`src/hdl/c3f_pkg.sv`:
```
// shared types and constants for the 3x3 convolution filter
// no dependencies; the other files, apart from c3f_ram, refer to this package by scoped names

package c3f_pkg;

    localparam int PIX_W      = 8;
    localparam int COEF_W     = 8;
    localparam int PROD_W     = 17;
    localparam int CONV_W     = 20;
    localparam int KROW_W     = 24;
    localparam int FW_W       = 11;
    localparam int FH_W       = 13;
    localparam int CFG_IDX_W  = 3;
    localparam int CFG_DATA_W = 24;
    localparam int MIN_SIZE   = 3;

    // sobel-x after reset, left column in the low byte
    localparam logic [KROW_W-1:0] KTOP_RESET = 24'h0100FF;
    localparam logic [KROW_W-1:0] KMID_RESET = 24'h0200FE;
    localparam logic [KROW_W-1:0] KBOT_RESET = 24'h0100FF;
    localparam logic [FW_W-1:0]   FW_RESET   = 11'd640;
    localparam logic [FH_W-1:0]   FH_RESET   = 13'd480;

    typedef enum logic [CFG_IDX_W-1:0] {
        CFG_KTOP   = 3'd0,
        CFG_KMID   = 3'd1,
        CFG_KBOT   = 3'd2,
        CFG_WIDTH  = 3'd3,
        CFG_HEIGHT = 3'd4
    } cfg_idx_t;

    // window[row][col], row 0 is the oldest line, col 0 the oldest column
    typedef logic [2:0][2:0][PIX_W-1:0] window_t;

    // kernel[row], three signed bytes per row
    typedef logic [2:0][KROW_W-1:0] kernel_t;

    typedef struct packed {
        logic valid;
        logic done;
    } c3f_tag_t;

endpackage

```
`src/hdl/c3f_mac.sv`:
```
// nine pixel-by-coefficient products, their sum and the output register
// depends on c3f_pkg

module c3f_mac (
    input  logic                             clk,
    input  logic                             rst_n,
    input  c3f_pkg::window_t                 win,
    input  c3f_pkg::c3f_tag_t                tag,
    output logic                             ready,
    input  c3f_pkg::kernel_t                 kernel,
    output logic signed [c3f_pkg::CONV_W-1:0] conv_value,
    output logic                             frame_done,
    output logic                             out_valid,
    input  logic                             out_stall
);

    localparam int PW = c3f_pkg::PROD_W;
    localparam int SW = c3f_pkg::CONV_W;

    logic signed [PW-1:0] prod_reg  [3][3];
    logic signed [PW-1:0] prod_next [3][3];
    logic                 s3_v_reg, s3_done_reg;

    logic signed [SW-1:0] sum_next;
    logic signed [SW-1:0] conv_reg;
    logic                 done_reg, out_v_reg;
    logic                 out_ready, s3_ready;

    assign out_ready = !out_v_reg || !out_stall;
    assign s3_ready  = !s3_v_reg || out_ready;
    assign ready     = s3_ready;

    always_comb
    begin
        logic signed [PW-1:0] px_s;
        logic signed [PW-1:0] cf_s;
        px_s = '0;
        cf_s = '0;
        for (int i = 0; i < 3; i++)
        begin
            for (int j = 0; j < 3; j++)
            begin
                px_s = PW'($signed({1'b0, win[i][j]}));
                cf_s = PW'($signed(kernel[i][8*j +: c3f_pkg::COEF_W]));
                prod_next[i][j] = px_s * cf_s;
            end
        end
    end

    always_comb
    begin
        sum_next = '0;
        for (int i = 0; i < 3; i++)
        begin
            for (int j = 0; j < 3; j++)
            begin
                sum_next = sum_next + SW'(prod_reg[i][j]);
            end
        end
    end

    always_ff @(posedge clk or negedge rst_n)
    begin
        if (!rst_n)
        begin
            s3_v_reg  <= 1'b0;
            out_v_reg <= 1'b0;
        end
        else
        begin
            if (s3_ready)
            begin
                s3_v_reg <= tag.valid;
            end
            if (out_ready)
            begin
                out_v_reg <= s3_v_reg;
            end
        end
    end

    always_ff @(posedge clk)
    begin
        if (s3_ready && tag.valid)
        begin
            prod_reg    <= prod_next;
            s3_done_reg <= tag.done;
        end
        if (out_ready && s3_v_reg)
        begin
            conv_reg <= sum_next;
            done_reg <= s3_done_reg;
        end
    end

    assign conv_value = conv_reg;
    assign frame_done = done_reg;
    assign out_valid  = out_v_reg;

endmodule

```
`config.mk`:
```
export PLATFORM = sky130hd
export DESIGN_NAME = c3f_mac
export DESIGN_NICKNAME = d
export VERILOG_FILES = /design/src/hdl/c3f_pkg.sv /design/src/hdl/c3f_mac.sv
export SDC_FILE = /design/constraint.sdc
export NUM_CORES = 2
export LEC_CHECK = 0
export ABC_AREA = 1
export BUFFER_PORTS_ARGS = -buffer_cell sky130_fd_sc_hd__buf_2
export CAP_MARGIN = 20
export CORE_ASPECT_RATIO = 1.4
export CORE_MARGIN = 4
export CORE_UTILIZATION = 35
export DETAILED_ROUTE_END_ITERATION = 16
export HOLD_SLACK_MARGIN = 0.05
export PLACE_DENSITY_LB_ADDON = 0.08
export SLEW_MARGIN = 20
export SYNTH_ARGS = -nofsm -noshare
export SYNTH_HDL_FRONTEND = slang
export SYNTH_SLANG_ARGS = --single-unit
```
`constraint.sdc`:
```
create_clock -name clk -period 4.7 [get_ports clk]
set_clock_uncertainty 0.15 [all_clocks]
set_input_delay 0.235 -clock clk [delete_from_list [all_inputs] [get_ports clk]]
set_output_delay 0.235 -clock clk [all_outputs]
set_load 0.05 [all_outputs]
```
==> results.txt <==
----------------------------------------------------
[Detailed routing]
  Post-detailed-route DRC marker count ... 0
  Count of vias placed by the detailed router ... 21379
  Via density per instance ... 4.363
  Wirelength per Cell ... 15.44 um
  Total Wirelength ... 75650 um
  Detailed-router iteration count before antenna repair ... 5
  Iteration-0 DRC count of the detailed router ... 821
  Number of routed nets with antenna violations ... 0

[Yosys]
  Synth warn ... 0
  Number of enable flip-flop cells after synthesis ... 175
  Post-synthesis register bit count ... 177
  Post-synth net total ... 4664
  Synthesized area per cell ... 8.321 sq um
  Yosys top cell by area ... fa_1
  Synthesized instance count ... 3654
  Top cells by area, synth ... fa_1 (30%), edfxtp_1 (17%), ha_1 (17%)
  Post-synth top flop ... edfxtp_1
  Part of the Yosys area used for sequential elements ... 17.45%
  Mapped cell area ... 30410 sq um
  Area share of the leading cell type in the synthesized netlist ... 29.89%
  Number of library cell types mapped by synthesis ... 34
  Asr flop ratio synth ... 1.130%

[Die]
  Die outline width ... 257.1 um
  Y dimension of the die ... 356.8 um
  Core outline area ... 85970 sq um
  Count of standard-cell rows ... 127
  Initial standard-cell utilization of the core ... 35.37%
  Die area ... 91720 sq um
  Top-level port count ... 172

[Global route]
  M1 GR Usage ... 19.99%
  Number of antenna violations at the first check in global routing ... 5
  First-pass GRT wire length ... 123600 um
  Routing layer with the top usage in global route ... met2
  GR Layer Usage met3 ... 1.704%
  Met2 routing resource usage after global routing ... 33.84%
  Number of global-route vias before repair ... 22928
  Maximum number of pins on one net before global-route repair ... 102
  All-Layer GR Usage ... 17.17%
  Sum of overflow across all layers after global routing ... 0

[STA]
  Relative slew margins ... 59.98%
  Worst setup slack after layout ... 0.2695 ns
  Fin crit share ... 94.27%
  Final critical-path required period ... 4.431 ns
  Final Hold Viols ... 0
  Count of final setup violators ... 0
  Count of pins over their slew limit ... 0
  Total Negative Setup Slacks ... 0 ns
  Highest clock frequency the design can meet ... 225.7 MHz
  RSZ-0062 raised after global routing ... no
  Least-Margin Pin Slew ... 0.6002 ns

[Critical path]
  Maximum net fanout on the critical path ... 8
  Stages on the worst setup path ... 19
  Critical path's slowest cell ... dlygate4sd3_1
  Family with the most delay on the worst path ... adder cells
  Crit path required time ... 4.72 ns
  Cell mode on critical path ... nand2_1
  Buffering stage count on the worst path with inverters included ... 5
  Endpoint kind of the worst setup timing path ... register
  Critical path class ... primary input to register
  Critical Path, Cell by Cell ... dlygate4sd3_1 -> buf_2 -> or2_2 -> fa_1 -> fa_1 -> inv_1 -> fa_1 -> inv_1 -> fa_1 -> inv_1 -> ha_1 -> a21oi_1 -> nor2_1 -> nor2_1 -> nand2_1 -> nand2_1 -> nand2_1 -> nand2_1 -> nand2_1
  Sort of element at the start of the critical path ... primary input
  Largest incremental delay on the critical path ... 0.58 ns
  WP data arrival ... 4.45 ns
  Cell depth of the worst flop-to-flop path ... 16

[Clocking]
  Post-CTS resize count ... 0
  CTS sink cnt ... 177
  Number of buffers added by the clock tree synthesis step ... 17
  H-tree depth ... 4
  Worst skew pair latency ... 0.45 ns
  Clock transition at path regs ... 0.07 ns
  TritonCTS clock tree ... built
  Buffer levels on the longest clock path ... 2
  Root buffer cell ... clkbuf_16

[Placed design]
  Dpl hpwl ... 66610 um
  Number of instances in the placed design ... 4859
  Post-Place Worst Slack ... 0.2276 ns
  Count of input and output buffers ... 171
  Placer Congestion ... 0.8167

[Finish]
  Flip-flop count of the largest register after layout ... 153
  Fraction of final layout cells with drive strength greater than 1 ... 8.240%
  Layout net count ... 4735
  Post-Route Utilization ... 38.38%
  Layout overhead on the synthesized area ... 8.505%
  Final instance count without filler cells ... 4900

[Run status]
  Run status ... complete, no violations

[Hold path]
  Worst Hold Depth ... 3
  Type of the worst min-delay path ... primary input to register

[Flow run]
  Number of max-cap violations ... 0

----------------------------------------------------
==> cell usage in the layout, fill, tap and decap left out, types with 10 or more instances in the layout <==
master and count:
inv_1 1117, nand2_1 838, fa_1 454, ha_1 407, edfxtp_1 175, buf_2 171
nor2_1 102, a21oi_1 81, nand3_1 69, xor2_1 62, or2_2 44, nand2_2 31
o21ai_0 27, xnor2_1 21, nand4_1 18, clkbuf_16 17, nor3_1 15, o21ai_2 14
a31oi_1 10
==> timing repair <==
| action | CTS | global route |
|---|---|---|
| hold endpoints to repair | 7 | 0 |
| buffers inserted | 0 | 0 |
| hold buffers | 8 | 0 |
==> final timing paths <==
kind | slack [ns] | end | from
hold / removal | 0.09 | prod_reg[0]$_DFFE_PP_ | kernel[64]
setup reg to reg | 0.30 | conv_value[18]$_DFFE_PP_ | prod_reg[104]$_DFFE_PP_
hold reg to reg | 0.28 | frame_done$_DFFE_PP_ | s3_done_reg$_DFFE_PP_
min in group asynchronous | 0.52 | out_valid$_DFFE_PN0P_ | rst_n
max in group asynchronous | 3.75 | s3_v_reg$_DFFE_PN0N_ | rst_n
setup / recovery | 0.27 | prod_reg[64]$_DFFE_PP_ | win[40]
==> routing by layer <==
layer	part of all wire (%)	vias to the layer above
met3	2.3	56
met1	41	10325
met4	1.9	6
li1	-	10771
met2	55	221
met5	0.061	-
==> worst reg2reg max path: cells and delay by family (launching register included) <==
| kind | cells | cell delay (ns) |
|---|---|---|
| fa+ha+maj | 6 | 2.67 |
| simple gates | 7 | 0.75 |
| flops | 1 | 0.41 |
| buf+inv | 3 | 0.21 |
==> synth_stat cells, types with 27 or more instances <==
library cell and count:
nand2_1 838, edfxtp_1 175, fa_1 454, a21oi_1 81, clkbuf_1 135, nor2_1 103, nand2_2 31, inv_1 1118
ha_1 407, xor2_1 62, nand3_1 69, or2_2 44, o21ai_0 27
==> kinds of logic (layout without fill, tap and decap cells) <==
kind of cell               Yosys count  after routing  share of synthesized area [%]
other                                0              1                              0
DFF                                177            177                          17.45
AOI/OAI and AO/OA                  155            155                          2.967
buffers and inverters             1254           1338                          15.48
adders and majority gates          861            861                          46.64
and+or+nand+nor                   1124           1124                          15.08
xor gates and xnor gates            83             83                          2.391
==> per-stage QoR <==
step / hold slack, ns / cell area [sq um]
detailed placement: -0.1210 / 32290
floorplan: -0.2106 / 30410
CTS: 0.06553 / 32990
finish: 0.09218 / 32990
global route: 0.08267 / 32990
global placement: -0.1275 / 32290
==> layout make-up <==
cell class	instances	area [sq um]
inverter	1119	4204
fill	9126	52970
multi-input combinational	2223	20400
clock inverter	15	197.7
clock buffer	17	425.4
timing repair buffer	187	1008
antenna	1	2.502
sequential	177	5305
tap	1161	1453
Power is not shown: default switching activity piles up to over one toggle a cycle in this logic, so the estimate is an artifact.
